`config.mk`:
```
export PLATFORM = sky130hd
export DESIGN_NAME = im2col_address_generator
export DESIGN_NICKNAME = d
export VERILOG_FILES = /design/src/rtl/core/im2col_pkg.sv /design/src/rtl/core/im2col_address_generator.sv
export VERILOG_INCLUDE_DIRS = /design/src /design/src/rtl/core
export SDC_FILE = /design/constraint.sdc
export NUM_CORES = 2
export LEC_CHECK = 0
export BUFFER_PORTS_ARGS = -buffer_cell sky130_fd_sc_hd__buf_2
export CAP_MARGIN = 15
export CORE_ASPECT_RATIO = 1.75
export CORE_MARGIN = 3
export CORE_UTILIZATION = 45
export CTS_CLUSTER_DIAMETER = 150
export DETAILED_ROUTE_END_ITERATION = 7
export SYNTH_ARGS = -nofsm -noshare
export SYNTH_HDL_FRONTEND = slang
export SYNTH_SLANG_ARGS = --single-unit
```
`constraint.sdc`:
```
create_clock -name aclk -period 10.5 [get_ports aclk]
set_clock_uncertainty 0.1 [all_clocks]
set_input_delay 0 -clock aclk [delete_from_list [all_inputs] [get_ports aclk]]
set_output_delay 0 -clock aclk [all_outputs]
set_load 0.05 [all_outputs]
```
`src/rtl/core/im2col_address_generator_defines.svh`:
```
// Assertion helpers used by the address generator RTL.
`ifndef IM2COL_ADDRESS_GENERATOR_DEFINES_SVH
`define IM2COL_ADDRESS_GENERATOR_DEFINES_SVH

// Same-cycle implication, checked out of reset.
`define IAG_ASSERT_NOW(label, ante, cons, msg) \
    label: assert property (@(posedge aclk) disable iff (!aresetn) (ante) |-> (cons)) \
        else $error(msg);

// Next-cycle implication, checked out of reset.
`define IAG_ASSERT_NEXT(label, ante, cons, msg) \
    label: assert property (@(posedge aclk) disable iff (!aresetn) (ante) |=> (cons)) \
        else $error(msg);

`endif

```
`src/rtl/core/im2col_pkg.sv`:
```
package im2col_pkg;

    localparam int MAX_KERNEL = 8;
    localparam int MAX_DIM    = 4096;

    localparam int DIM_W      = 13;
    localparam int CH_W       = 10;
    localparam int POS_W      = 12;
    localparam int TAP_W      = 3;
    localparam int SRC_W      = 34;
    localparam int DST_W      = 40;
    localparam int CFG_IDX_W  = 4;
    localparam int CFG_DATA_W = 13;
    localparam int S_DATA_W   = 40;
    localparam int M_DATA_W   = 80;

    localparam logic [CFG_IDX_W-1:0] REG_IMAGE_HEIGHT  = 4'd0;
    localparam logic [CFG_IDX_W-1:0] REG_IMAGE_WIDTH   = 4'd1;
    localparam logic [CFG_IDX_W-1:0] REG_KERNEL_HEIGHT = 4'd2;
    localparam logic [CFG_IDX_W-1:0] REG_KERNEL_WIDTH  = 4'd3;
    localparam logic [CFG_IDX_W-1:0] REG_PAD_ROWS      = 4'd4;
    localparam logic [CFG_IDX_W-1:0] REG_PAD_COLS      = 4'd5;
    localparam logic [CFG_IDX_W-1:0] REG_STRIDE_PAIR   = 4'd6;
    localparam logic [CFG_IDX_W-1:0] REG_DILATION_PAIR = 4'd7;

    function automatic logic [3:0] clamp_kernel(input logic [3:0] k);
        logic [3:0] r;
        if (k == 4'd0) begin
            r = 4'd1;
        end else if (k > 4'(MAX_KERNEL)) begin
            r = 4'(MAX_KERNEL);
        end else begin
            r = k;
        end
        return r;
    endfunction

    function automatic logic [3:0] nib_or_one(input logic [3:0] v);
        return (v == 4'd0) ? 4'd1 : v;
    endfunction

    function automatic logic [DIM_W-1:0] clamp_dim(input logic [DIM_W-1:0] v);
        return (v > DIM_W'(MAX_DIM)) ? DIM_W'(MAX_DIM) : v;
    endfunction

endpackage

```
`src/rtl/core/im2col_address_generator.sv`:
```
// Channel   Direction  Beat
// s_axis    in         one window: channel, out_row, out_col
// m_axis    out        one kernel tap: offsets, tap indices, pad flag, tlast on final tap
// cfg       in         register index and data, always ready
//
// Each window gives KH*KW output beats, one per cycle while m_tready is high, paced by the tap sequencer.
// Each tap passes through the sequencer, stages 1 to 3 and the output register.
// After reset and after every config write, s_tready stays low
// while the grid size is divided out one quotient bit per cycle.
// m_tready low freezes the pipeline from the output back; empty stages still fill.
`include "im2col_address_generator_defines.svh"

module im2col_address_generator
    import im2col_pkg::*;
(
    input  logic                  aclk,
    input  logic                  aresetn,

    input  logic                  s_tvalid,
    output logic                  s_tready,
    input  logic [S_DATA_W-1:0]   s_tdata,   // channel, out_row, out_col

    output logic                  m_tvalid,
    input  logic                  m_tready,
    output logic [M_DATA_W-1:0]   m_tdata,   // src_offset, dst_offset, tap_row, tap_col
    output logic                  m_tuser,   // pad_zero
    output logic                  m_tlast,

    input  logic                  cfg_valid,
    output logic                  cfg_ready,
    input  logic [CFG_IDX_W-1:0]  cfg_index,
    input  logic [CFG_DATA_W-1:0] cfg_data
);

    typedef enum logic [1:0] {G_LOAD, G_DIV, G_DONE} grid_state_t;

    // config registers
    logic [DIM_W-1:0] image_height_reg, image_width_reg;
    logic [3:0]       kernel_height_reg, kernel_width_reg;
    logic [2:0]       pad_rows_reg, pad_cols_reg;
    logic [7:0]       stride_pair_reg, dilation_pair_reg;

    logic cfg_fire;
    assign cfg_ready = 1'b1;
    assign cfg_fire  = cfg_valid;

    always_ff @(posedge aclk) begin
        if (!aresetn) begin
            image_height_reg  <= DIM_W'(8);
            image_width_reg   <= DIM_W'(8);
            kernel_height_reg <= 4'd3;
            kernel_width_reg  <= 4'd3;
            pad_rows_reg      <= 3'd1;
            pad_cols_reg      <= 3'd1;
            stride_pair_reg   <= 8'h11;
            dilation_pair_reg <= 8'h11;
        end else if (cfg_fire) begin
            unique case (cfg_index)
                REG_IMAGE_HEIGHT:  image_height_reg  <= cfg_data[DIM_W-1:0];
                REG_IMAGE_WIDTH:   image_width_reg   <= cfg_data[DIM_W-1:0];
                REG_KERNEL_HEIGHT: kernel_height_reg <= cfg_data[3:0];
                REG_KERNEL_WIDTH:  kernel_width_reg  <= cfg_data[3:0];
                REG_PAD_ROWS:      pad_rows_reg      <= cfg_data[2:0];
                REG_PAD_COLS:      pad_cols_reg      <= cfg_data[2:0];
                REG_STRIDE_PAIR:   stride_pair_reg   <= cfg_data[7:0];
                REG_DILATION_PAIR: dilation_pair_reg <= cfg_data[7:0];
                default: ;
            endcase
        end
    end

    // effective values
    logic [DIM_W-1:0] h_eff, w_eff;
    logic [3:0]       kh_eff, kw_eff, sv, sh, dv, dh;
    logic [2:0]       kh_m1, kw_m1;

    assign h_eff  = clamp_dim(image_height_reg);
    assign w_eff  = clamp_dim(image_width_reg);
    assign kh_eff = clamp_kernel(kernel_height_reg);
    assign kw_eff = clamp_kernel(kernel_width_reg);
    assign sv     = nib_or_one(stride_pair_reg[7:4]);
    assign sh     = nib_or_one(stride_pair_reg[3:0]);
    assign dv     = nib_or_one(dilation_pair_reg[7:4]);
    assign dh     = nib_or_one(dilation_pair_reg[3:0]);
    assign kh_m1  = 3'(kh_eff - 4'd1);
    assign kw_m1  = 3'(kw_eff - 4'd1);

    // grid size: (room - span) / stride + 1, one quotient bit per cycle
    grid_state_t      grid_state_reg;
    logic [3:0]       grid_cnt_reg;
    logic [DIM_W-1:0] grid_num_v_reg, grid_num_h_reg;
    logic [3:0]       grid_rem_v_reg, grid_rem_h_reg;
    logic             grid_zero_v_reg, grid_zero_h_reg;
    logic [DIM_W-1:0] hc_reg, wc_reg;
    logic [6:0]       kk_reg;

    logic [6:0]       span_v, span_h;
    logic [DIM_W-1:0] room_v, room_h;
    logic [4:0]       rem_sh_v, rem_sh_h;
    logic             ge_v, ge_h;
    logic [3:0]       rem_next_v, rem_next_h;
    logic [DIM_W-1:0] quo_next_v, quo_next_h;
    logic             grid_ready;

    assign span_v = 7'(dv) * 7'(kh_m1) + 7'd1;
    assign span_h = 7'(dh) * 7'(kw_m1) + 7'd1;
    assign room_v = h_eff + DIM_W'({pad_rows_reg, 1'b0});
    assign room_h = w_eff + DIM_W'({pad_cols_reg, 1'b0});

    assign rem_sh_v   = {grid_rem_v_reg, grid_num_v_reg[DIM_W-1]};
    assign rem_sh_h   = {grid_rem_h_reg, grid_num_h_reg[DIM_W-1]};
    assign ge_v       = rem_sh_v >= {1'b0, sv};
    assign ge_h       = rem_sh_h >= {1'b0, sh};
    assign rem_next_v = ge_v ? 4'(rem_sh_v - {1'b0, sv}) : rem_sh_v[3:0];
    assign rem_next_h = ge_h ? 4'(rem_sh_h - {1'b0, sh}) : rem_sh_h[3:0];
    assign quo_next_v = {grid_num_v_reg[DIM_W-2:0], ge_v};
    assign quo_next_h = {grid_num_h_reg[DIM_W-2:0], ge_h};
    assign grid_ready = (grid_state_reg == G_DONE);

    always_ff @(posedge aclk) begin
        if (!aresetn) begin
            grid_state_reg <= G_LOAD;
        end else if (cfg_fire) begin
            grid_state_reg <= G_LOAD;
        end else begin
            unique case (grid_state_reg)
                G_LOAD: begin
                    grid_zero_v_reg <= room_v < DIM_W'(span_v);
                    grid_zero_h_reg <= room_h < DIM_W'(span_h);
                    grid_num_v_reg  <= room_v - DIM_W'(span_v);
                    grid_num_h_reg  <= room_h - DIM_W'(span_h);
                    grid_rem_v_reg  <= '0;
                    grid_rem_h_reg  <= '0;
                    grid_cnt_reg    <= '0;
                    kk_reg          <= 7'(kh_eff) * 7'(kw_eff);
                    grid_state_reg  <= G_DIV;
                end
                G_DIV: begin
                    grid_num_v_reg <= quo_next_v;
                    grid_num_h_reg <= quo_next_h;
                    grid_rem_v_reg <= rem_next_v;
                    grid_rem_h_reg <= rem_next_h;
                    grid_cnt_reg   <= grid_cnt_reg + 4'd1;
                    if (grid_cnt_reg == 4'(DIM_W - 1)) begin
                        hc_reg         <= grid_zero_v_reg ? '0 : quo_next_v + DIM_W'(1);
                        wc_reg         <= grid_zero_h_reg ? '0 : quo_next_h + DIM_W'(1);
                        grid_state_reg <= G_DONE;
                    end
                end
                G_DONE: grid_state_reg <= G_DONE;
                default: grid_state_reg <= G_LOAD;
            endcase
        end
    end

    // pipeline ready chain
    logic p1_valid_reg, p2_valid_reg, p3_valid_reg, out_valid_reg;
    logic rdy1, rdy2, rdy3, rdy4;

    assign rdy4 = !out_valid_reg || m_tready;
    assign rdy3 = !p3_valid_reg || rdy4;
    assign rdy2 = !p2_valid_reg || rdy3;
    assign rdy1 = !p1_valid_reg || rdy2;

    // tap sequencer
    logic                    seq_valid_reg;
    logic [TAP_W-1:0]        seq_i_reg, seq_j_reg;
    logic signed [17:0]      seq_ih_reg, seq_iw_reg, seq_col0_reg;
    logic [15:0]             seq_t_reg;
    logic [21:0]             seq_chh_reg;
    logic [POS_W-1:0]        seq_orow_reg, seq_ocol_reg;

    logic [CH_W-1:0]         in_ch;
    logic [POS_W-1:0]        in_row, in_col;
    logic signed [17:0]      row0_c, col0_c;
    logic                    s_fire, seq_last, seq_adv;

    assign in_ch  = s_tdata[CH_W-1:0];
    assign in_row = s_tdata[CH_W+POS_W-1:CH_W];
    assign in_col = s_tdata[CH_W+2*POS_W-1:CH_W+POS_W];
    assign row0_c = $signed(18'(in_row) * 18'(sv) - 18'(pad_rows_reg));
    assign col0_c = $signed(18'(in_col) * 18'(sh) - 18'(pad_cols_reg));

    assign seq_last = (seq_i_reg == kh_m1) && (seq_j_reg == kw_m1);
    assign seq_adv  = seq_valid_reg && rdy1;
    assign s_tready = grid_ready && (!seq_valid_reg || (seq_last && rdy1));
    assign s_fire   = s_tvalid && s_tready;

    always_ff @(posedge aclk) begin
        if (!aresetn) begin
            seq_valid_reg <= 1'b0;
        end else if (s_fire) begin
            seq_valid_reg <= 1'b1;
        end else if (seq_adv && seq_last) begin
            seq_valid_reg <= 1'b0;
        end
    end

    always_ff @(posedge aclk) begin
        if (s_fire) begin
            seq_i_reg    <= '0;
            seq_j_reg    <= '0;
            seq_ih_reg   <= row0_c;
            seq_iw_reg   <= col0_c;
            seq_col0_reg <= col0_c;
            seq_t_reg    <= 16'(in_ch) * 16'(kk_reg);
            seq_chh_reg  <= 22'(in_ch) * 22'(h_eff);
            seq_orow_reg <= in_row;
            seq_ocol_reg <= in_col;
        end else if (seq_adv && !seq_last) begin
            seq_t_reg <= seq_t_reg + 16'd1;
            if (seq_j_reg == kw_m1) begin
                seq_j_reg  <= '0;
                seq_i_reg  <= seq_i_reg + TAP_W'(1);
                seq_ih_reg <= seq_ih_reg + $signed({14'd0, dv});
                seq_iw_reg <= seq_col0_reg;
            end else begin
                seq_j_reg  <= seq_j_reg + TAP_W'(1);
                seq_iw_reg <= seq_iw_reg + $signed({14'd0, dh});
            end
        end
    end

    // stage 1: bounds check, row base, tap times grid height
    logic             p1_inside_reg, p1_last_reg;
    logic [22:0]      p1_a_reg;
    logic [28:0]      p1_m_reg;
    logic [POS_W-1:0] p1_iw_reg, p1_orow_reg, p1_ocol_reg;
    logic [TAP_W-1:0] p1_i_reg, p1_j_reg;
    logic             inside_c;

    assign inside_c = !seq_ih_reg[17] && !seq_iw_reg[17]
                      && (seq_ih_reg[16:0] < 17'(h_eff))
                      && (seq_iw_reg[16:0] < 17'(w_eff));

    always_ff @(posedge aclk) begin
        if (!aresetn) begin
            p1_valid_reg <= 1'b0;
        end else if (rdy1) begin
            p1_valid_reg <= seq_valid_reg;
        end
    end

    always_ff @(posedge aclk) begin
        if (rdy1) begin
            p1_inside_reg <= inside_c;
            p1_a_reg      <= 23'(seq_chh_reg) + 23'(seq_ih_reg[POS_W-1:0]);
            p1_m_reg      <= 29'(seq_t_reg) * 29'(hc_reg);
            p1_iw_reg     <= seq_iw_reg[POS_W-1:0];
            p1_orow_reg   <= seq_orow_reg;
            p1_ocol_reg   <= seq_ocol_reg;
            p1_i_reg      <= seq_i_reg;
            p1_j_reg      <= seq_j_reg;
            p1_last_reg   <= seq_last;
        end
    end

    // stage 2: row times width, add output row
    logic             p2_inside_reg, p2_last_reg;
    logic [SRC_W-1:0] p2_s_reg;
    logic [29:0]      p2_n_reg;
    logic [POS_W-1:0] p2_iw_reg, p2_ocol_reg;
    logic [TAP_W-1:0] p2_i_reg, p2_j_reg;

    always_ff @(posedge aclk) begin
        if (!aresetn) begin
            p2_valid_reg <= 1'b0;
        end else if (rdy2) begin
            p2_valid_reg <= p1_valid_reg;
        end
    end

    always_ff @(posedge aclk) begin
        if (rdy2) begin
            p2_inside_reg <= p1_inside_reg;
            p2_s_reg      <= SRC_W'(p1_a_reg) * SRC_W'(w_eff);
            p2_n_reg      <= 30'(p1_m_reg) + 30'(p1_orow_reg);
            p2_iw_reg     <= p1_iw_reg;
            p2_ocol_reg   <= p1_ocol_reg;
            p2_i_reg      <= p1_i_reg;
            p2_j_reg      <= p1_j_reg;
            p2_last_reg   <= p1_last_reg;
        end
    end

    // stage 3: source offset, dest times grid width
    logic             p3_pad_reg, p3_last_reg;
    logic [SRC_W-1:0] p3_src_reg;
    logic [DST_W-1:0] p3_d_reg;
    logic [POS_W-1:0] p3_ocol_reg;
    logic [TAP_W-1:0] p3_i_reg, p3_j_reg;

    always_ff @(posedge aclk) begin
        if (!aresetn) begin
            p3_valid_reg <= 1'b0;
        end else if (rdy3) begin
            p3_valid_reg <= p2_valid_reg;
        end
    end

    always_ff @(posedge aclk) begin
        if (rdy3) begin
            p3_pad_reg  <= !p2_inside_reg;
            p3_src_reg  <= p2_inside_reg ? p2_s_reg + SRC_W'(p2_iw_reg) : '0;
            p3_d_reg    <= DST_W'(p2_n_reg) * DST_W'(wc_reg);
            p3_ocol_reg <= p2_ocol_reg;
            p3_i_reg    <= p2_i_reg;
            p3_j_reg    <= p2_j_reg;
            p3_last_reg <= p2_last_reg;
        end
    end

    // output register
    logic             out_pad_reg, out_last_reg;
    logic [SRC_W-1:0] out_src_reg;
    logic [DST_W-1:0] out_dst_reg;
    logic [TAP_W-1:0] out_i_reg, out_j_reg;

    always_ff @(posedge aclk) begin
        if (!aresetn) begin
            out_valid_reg <= 1'b0;
        end else if (rdy4) begin
            out_valid_reg <= p3_valid_reg;
        end
    end

    always_ff @(posedge aclk) begin
        if (rdy4) begin
            out_pad_reg  <= p3_pad_reg;
            out_src_reg  <= p3_src_reg;
            out_dst_reg  <= p3_d_reg + DST_W'(p3_ocol_reg);
            out_i_reg    <= p3_i_reg;
            out_j_reg    <= p3_j_reg;
            out_last_reg <= p3_last_reg;
        end
    end

    assign m_tvalid = out_valid_reg;
    assign m_tdata  = {out_j_reg, out_i_reg, out_dst_reg, out_src_reg};
    assign m_tuser  = out_pad_reg;
    assign m_tlast  = out_last_reg;

    `IAG_ASSERT_NEXT(a_cfg_restarts_grid, cfg_valid && cfg_ready, grid_state_reg == G_LOAD, "config write did not restart grid sizing")
    `IAG_ASSERT_NEXT(a_window_starts_at_tap0, s_tvalid && s_tready, seq_valid_reg && seq_i_reg == '0 && seq_j_reg == '0, "accepted window does not start at first tap")
    `IAG_ASSERT_NEXT(a_last_tap_marked, seq_adv && seq_last, p1_valid_reg && p1_last_reg, "final tap lost its last mark")
    `IAG_ASSERT_NOW(a_pad_has_zero_src, m_tvalid && m_tuser, m_tdata[SRC_W-1:0] == '0, "padding beat carries nonzero source offset")

endmodule
```
# [Yosys cells after proc, flatten, opt, wreduce, memory -nomap -nowiden]
# Cells that the tools add are included.
[totals] regBits=626 out_inout_bits=85 word_cells=202
[classes] add_sub_neg=24 n_mul=10 magnitude_cmp=10 eq_ne=13 mux=30 bitwise=2 n_reduce_logical=50
[ops] operator="18-bit two-way mux" count=6
[ops] operator="13-bit case mux with 2 select lines" count=2
[ops] operator="40-bit by 12-bit adder with 40-bit output" count=1
[ops] operator="30-bit by 13-bit multiplier with 40-bit output" count=1
[ops] operator="4-bit two-way mux" count=10
[ops] operator="18-bit by 5-bit adder with 18-bit output" count=2
[ops] operator="34-bit by 12-bit adder with 34-bit output" count=1
[ops] operator="17-bit by 13-bit less-than comparator with 1-bit output" count=2
[ops] operator="23-bit by 13-bit multiplier with 34-bit output" count=1
[ops] operator="16-bit by 3-bit subtractor with 17-bit output" count=2
[ops] operator="12-bit by 4-bit multiplier with 16-bit output" count=2
[ops] operator="16-bit two-way mux" count=2
[ops] operator="29-bit by 12-bit adder with 30-bit output" count=1
[ops] operator="16-bit by 13-bit multiplier with 29-bit output" count=1
[ops] operator="4-bit logical NOT" count=7
[ops] operator="13-bit by 1-bit adder with 13-bit output, second input constant" count=2
[ops] operator="13-bit by 4-bit adder with 13-bit output" count=2
[ops] operator="13-bit greater-than comparator, second input constant" count=2
[ops] operator="13-bit by 7-bit less-than comparator with 1-bit output" count=2
[ops] operator="13-bit two-way mux" count=2
[ops] operator="13-bit by 7-bit subtractor with 13-bit output" count=2
[ops] operator="4-bit case mux with 2 select lines" count=3
[ops] operator="22-bit by 12-bit adder with 23-bit output" count=1
[ops] operator="10-bit by 13-bit multiplier with 22-bit output" count=1
[ops] operator="33 further kinds" count=81

# [Depth between registers and ports, before layout]
[logic_depth] word_depth=12 ltp_mapped=26

# [Least setup slack after synthesis]
# No wires, ideal clock.
[synth_timing] path_type="flip-flop to flip-flop" from="register out_valid_reg, in the netlist m_tvalid" to="register seq_ih_reg[0] (enable)" arrival_ps=7234 required_time_ps=9982 slack_ps=2748 stages_incl_launch_ff=8 path_cell_list="dfxtp_1 -> nor2b_1 -> and2_1 -> nand2_1 -> nor2_1 -> inv_1 -> nand3_1 -> o21ai_0"
[synth_via] elab_chain_len=11
[synth_lines] element="from (decl)" line_no="im2col_address_generator.sv:157" rtl="logic p1_valid_reg, p2_valid_reg, p3_valid_reg, out_valid_reg;"
[synth_lines] element="from (signal assigned)" line_no="im2col_address_generator.sv:323" rtl="out_valid_reg <= p3_valid_reg;"
[synth_lines] element="1-bit logical NOT *" line_no="im2col_address_generator.sv:160" rtl="assign rdy4 = !out_valid_reg || m_tready;"
[synth_lines] element="1-bit logical OR *" line_no="im2col_address_generator.sv:160"
[synth_lines] element="1-bit logical OR *" line_no="im2col_address_generator.sv:161" rtl="assign rdy3 = !p3_valid_reg || rdy4;"
[synth_lines] element="1-bit logical OR *" line_no="im2col_address_generator.sv:162" rtl="assign rdy2 = !p2_valid_reg || rdy3;"
[synth_lines] element="net rdy2" line_no="im2col_address_generator.sv:158" rtl="logic rdy1, rdy2, rdy3, rdy4;"
[synth_lines] element="1-bit logical OR *" line_no="im2col_address_generator.sv:163" rtl="assign rdy1 = !p1_valid_reg || rdy2;"
[synth_lines] element="1-bit logical AND" line_no="im2col_address_generator.sv:186" rtl="assign s_tready = grid_ready && (!seq_valid_reg || (seq_last && rdy1));"
[synth_lines] element="1-bit logical OR" line_no="im2col_address_generator.sv:186"
[synth_lines] element="1-bit logical AND" line_no="im2col_address_generator.sv:186"
[synth_lines] element="1-bit logical AND" line_no="im2col_address_generator.sv:187" rtl="assign s_fire = s_tvalid && s_tready;"
[synth_lines] element="2-bit nonzero test (no source line)"
[synth_lines] element="2-bit AND reduction (no source line) *"
[synth_lines] element="to (signal assigned)" line_no="im2col_address_generator.sv:203" rtl="seq_ih_reg <= row0_c;"
[synth_lines] element="to (signal assigned)" line_no="im2col_address_generator.sv:215" rtl="seq_ih_reg <= seq_ih_reg + $signed({14'd0, dv});"
[synth_lines] element="to (decl)" line_no="im2col_address_generator.sv:168" rtl="logic signed [17:0] seq_ih_reg, seq_iw_reg, seq_col0_reg;"
# The timed path passes the listed nets; every way through them passes the cells marked *.
# A chain may end at the register's enable or synchronous reset.

# [Final worst setup path]
[layout_timing] from="register image_width_reg[12]" to="register p2_s_reg[32], data pin"
[layout_via] elab_chain_len=3
[layout_lines] element="from (decl)" line_no="im2col_address_generator.sv:38" rtl="logic [DIM_W-1:0] image_height_reg, image_width_reg;"
[layout_lines] element="from (signal assigned)" line_no="im2col_address_generator.sv:60" rtl="REG_IMAGE_WIDTH: image_width_reg <= cfg_data[DIM_W-1:0];"
[layout_lines] element="13-bit greater-than comparator" line_no="im2col_pkg.sv:43" rtl="return (v > DIM_W'(MAX_DIM)) ? DIM_W'(MAX_DIM) : v;"
[layout_lines] element="13-bit two-way mux *" line_no="im2col_pkg.sv:43"
[layout_lines] element="23-bit by 13-bit multiplier with 34-bit output *" line_no="im2col_address_generator.sv:276" rtl="p2_s_reg <= SRC_W'(p1_a_reg) * SRC_W'(w_eff);"
[layout_lines] element="to (signal assigned)" line_no="im2col_address_generator.sv:276"
[layout_lines] element="to (decl)" line_no="im2col_address_generator.sv:260" rtl="logic [SRC_W-1:0] p2_s_reg;"
# Mark *: on every way between the ends. The rest lies on a longest branch, timed or not.

==> results.md <==
- Crit share post-route: 67.9%
- Asr flop ratio synth: 0%
- Vias: 45000
- Commonest cells in the netlist: inv_1, nand2_1, fa_1
- CP cell instances: buf_4, nor2b_1, buf_4, and2_1, fa_1, inv_1, fa_1, inv_1, fa_1, fa_1, inv_1, fa_1, inv_1, ha_1, a21o_1, a21o_1, a221o_1, a41oi_1, a21oi_1, o221ai_1, a21oi_1, a211o_1, a21oi_1, xnor2_1
- Port Buffers: ~140
- Pwr per Cell Area: 348 nW/µm²
- EDFF count, synth: ~560
- Average cell area after synthesis: 9.94 µm²
- Grt total ovfl: 0
- Placed inst area: slightly below 70000 µm²
- Startpoint Class: flop
- Post-Place Cells: roughly 8400
- DRC: 0
- ANT nets after route: 0
- Synthesized area: 65400 µm²
- Synth top area share: a little over a quarter
- Largest cells by area after synthesis: fa_1, edfxtp_1, ha_1
- Die Wd: 294 µm
- Slowest CP cell: fa_1
- Fin Setup TNS: 0 ns
- Post-route cell area: a little over 70000 µm²
- Max IR drop VDD: roughly 0.00078 V
- Yosys top cell by area: fa_1
- Num CTS Buffers: 61
- Max incr delay on CP: 0.55 ns
- DR pass1 iterations: 8
- Wirelength, routed: roughly 160 mm
- Root Buffer: clkbuf_16
- DP Wirelength: about 130 mm
- GP Congestion: between 0.8 and 0.9
- H-tree depth: 2
- Max Fclk: around 140 MHz
- Ys flop type: edfxtp_1
- Final Critical Period: 7.13 ns
- Initial antenna violation count: 2
- Fillers: between 10000 and 15000
- Most common cell in the netlist: inv_1
- CP Class: reg2reg
- I/O pins: between 100 and 150
- Critical Path AT: around 7.4 ns
- Largest net degree at the start of global routing: between 60 and 70
- Wire length per cell: 18.4 µm
- Final std cells w/o fill: around 8600
- Ys Warns: 0
- Share of cells above drive strength 1: 4.97%
- Full die area: 150000 µm²
- Distinct cells, synth: 76
- Slew headroom: between 20% and 30%
- Initial drt markers: approximately 2300
- Seq/Total Area, Yosys: 27.6%
- Vias in the first global route: just under 50000
- Hold Fails Final Rpt: 0
- Status: complete, no violations
- Crit Path Max Fanout: 35
- Worst hold path class: in2reg
- Reg clk slew, reported paths: ~0.070 ns
- CTS tree: built
- Area Overhead vs Synth: 8.46%
- Register Area: roughly 18000 µm²
- Nets: between 8000 and 9000
- Final Power: about 25000 µW
- RSZ-0062 raised after global routing: false
- Mapped Nets: about 8000
- Slew @ Worst Pin: about 1.1 ns
- Leak Pwr: 0.0328 µW
- Die H: between 500 and 600 µm
- CTS sink cnt: 625
- GRT Util Overall: 21.7%
- Max Cap Viol: 0
- # rows: 184
- Worst EP required: 10.79 ns
- Hold_ws: 0.0694 ns
- Vias per cell: between 5 and 6
- Worst skew pair latency: 0.71 ns
- Core ar.: 144000 µm²
- Critical path's most frequent cell: fa_1
- Post-CTS setup buffers: 0
- Multi-input gate area: 42200 µm²
- Initial Utilization: approximately 45%
- Slew Viols, Final: 0
- First-pass GRT wire length: between 200 and 300 mm
- CP endpoint kind: flop
- Syn Inst Count: 6585
- Register bit count reported by yosys: about 630
- Setup Viol. Count Final: 0
- Clk buf depth: 3
-- critical path, delay by kind of cell (launching register included) --
family          cells  cell delay (ns)
compound gates      9             2.15
flops               1             0.39
xor+xnor            1             0.10
fa+ha+maj           6             2.87
simple gates        2             0.31
buf+inv             6             0.86
-- cell type report --
class | count | share of cell area [%]
antenna | 5 | 0.0176
multi-input combinational | 4590 | 59.5
timing repair buffer | 282 | 2.79
inverter | 1107 | 5.87
tap | 1860 | 3.28
clock buffer | 69 | 2.21
clock inverter | 44 | 0.848
sequential | 625 | 25.5
-- per-stage QoR --
step	worst slack, ns	utilization, %
after floorplan	2.75	-
after global placement	3.46	47.1
after detailed placement	3.43	47.1
after CTS	3.35	49.2
after global routing	3.06	49.2
final	3.37	49.2
-- layer usage --
layer	up-vias	part of all wire (%)	track usage (%)
met3	347	3.3	1.72
li1	21000	-	-
met2	927	54	42.2
met4	0	5.0	9.41
met1	22700	37	23.9
met5	-	0	0
-- power breakdown --
part / switching (µW) / internal, µW / total, µW
Clock: 1050 / 1340 / 2390
Sequential: 390 / 4050 / 4440
Combinational: 10200 / 7700 / 17900
-- repair_timing --
action,in CTS,in global routing
resized for setup,0,0
hold buffers,85,0
hold endpoints to repair,139,0
endpoints found under the setup margin,0,0
-- cell families after synthesis --
logic type	Yosys count	share of synthesized area, %
simple gates	2099	15.5
fa+ha+maj	1401	36.9
compound gates	665	6.27
other cells	1	0.00573
xor+xnor	377	5.07
mux	47	0.719
flops	625	27.6
buf+inv	1370	7.89
-- cells in the final DEF (no fill, tap or decap), types with 10 or more instances in the layout --
| cell type | n |
|---|---|
| inv_1 | 1102 |
| nand2_1 | 956 |
| fa_1 | 879 |
| edfxtp_1 | 556 |
| and2_1 | 529 |
| ha_1 | 522 |
| xnor2_1 | 243 |
| a21oi_1 | 200 |
| nor2_1 | 182 |
| o21ai_0 | 181 |
| buf_2 | 139 |
| xor2_1 | 132 |
| nand3_1 | 100 |
| nor2b_1 | 96 |
| dlygate4sd3_1 | 85 |
| a21o_1 | 84 |
| dfxtp_1 | 69 |
| clkbuf_16 | 61 |
| buf_4 | 58 |
| and3_1 | 51 |
| mux2i_1 | 47 |
| nor3_1 | 43 |
| o21a_1 | 36 |
| nand2b_1 | 34 |
| a21boi_0 | 26 |
| o21bai_1 | 23 |
| a211oi_1 | 22 |
| nand4_1 | 21 |
| or3_1 | 21 |
| nor4_1 | 17 |
| a31oi_1 | 13 |
| nor3b_1 | 12 |
| o31ai_1 | 10 |
| bufinv_16 | 10 |
| clkinv_2 | 10 |
-- path summary, 6_finish.rpt --
path | from | end | slack, ns | cells past startpoint
worst max register to register | image_width_reg[12] | p2_s_reg[32] | 3.37 | 24
worst max-delay path | image_width_reg[12] | p2_s_reg[32] | 3.37 | 24
worst min-delay path | cfg_data[9] | image_width_reg[9] | 0.07 | 4
worst min register to register | p1_inside_reg | p2_inside_reg | 0.30 | 0
Power figures use the tool's default switching activity.
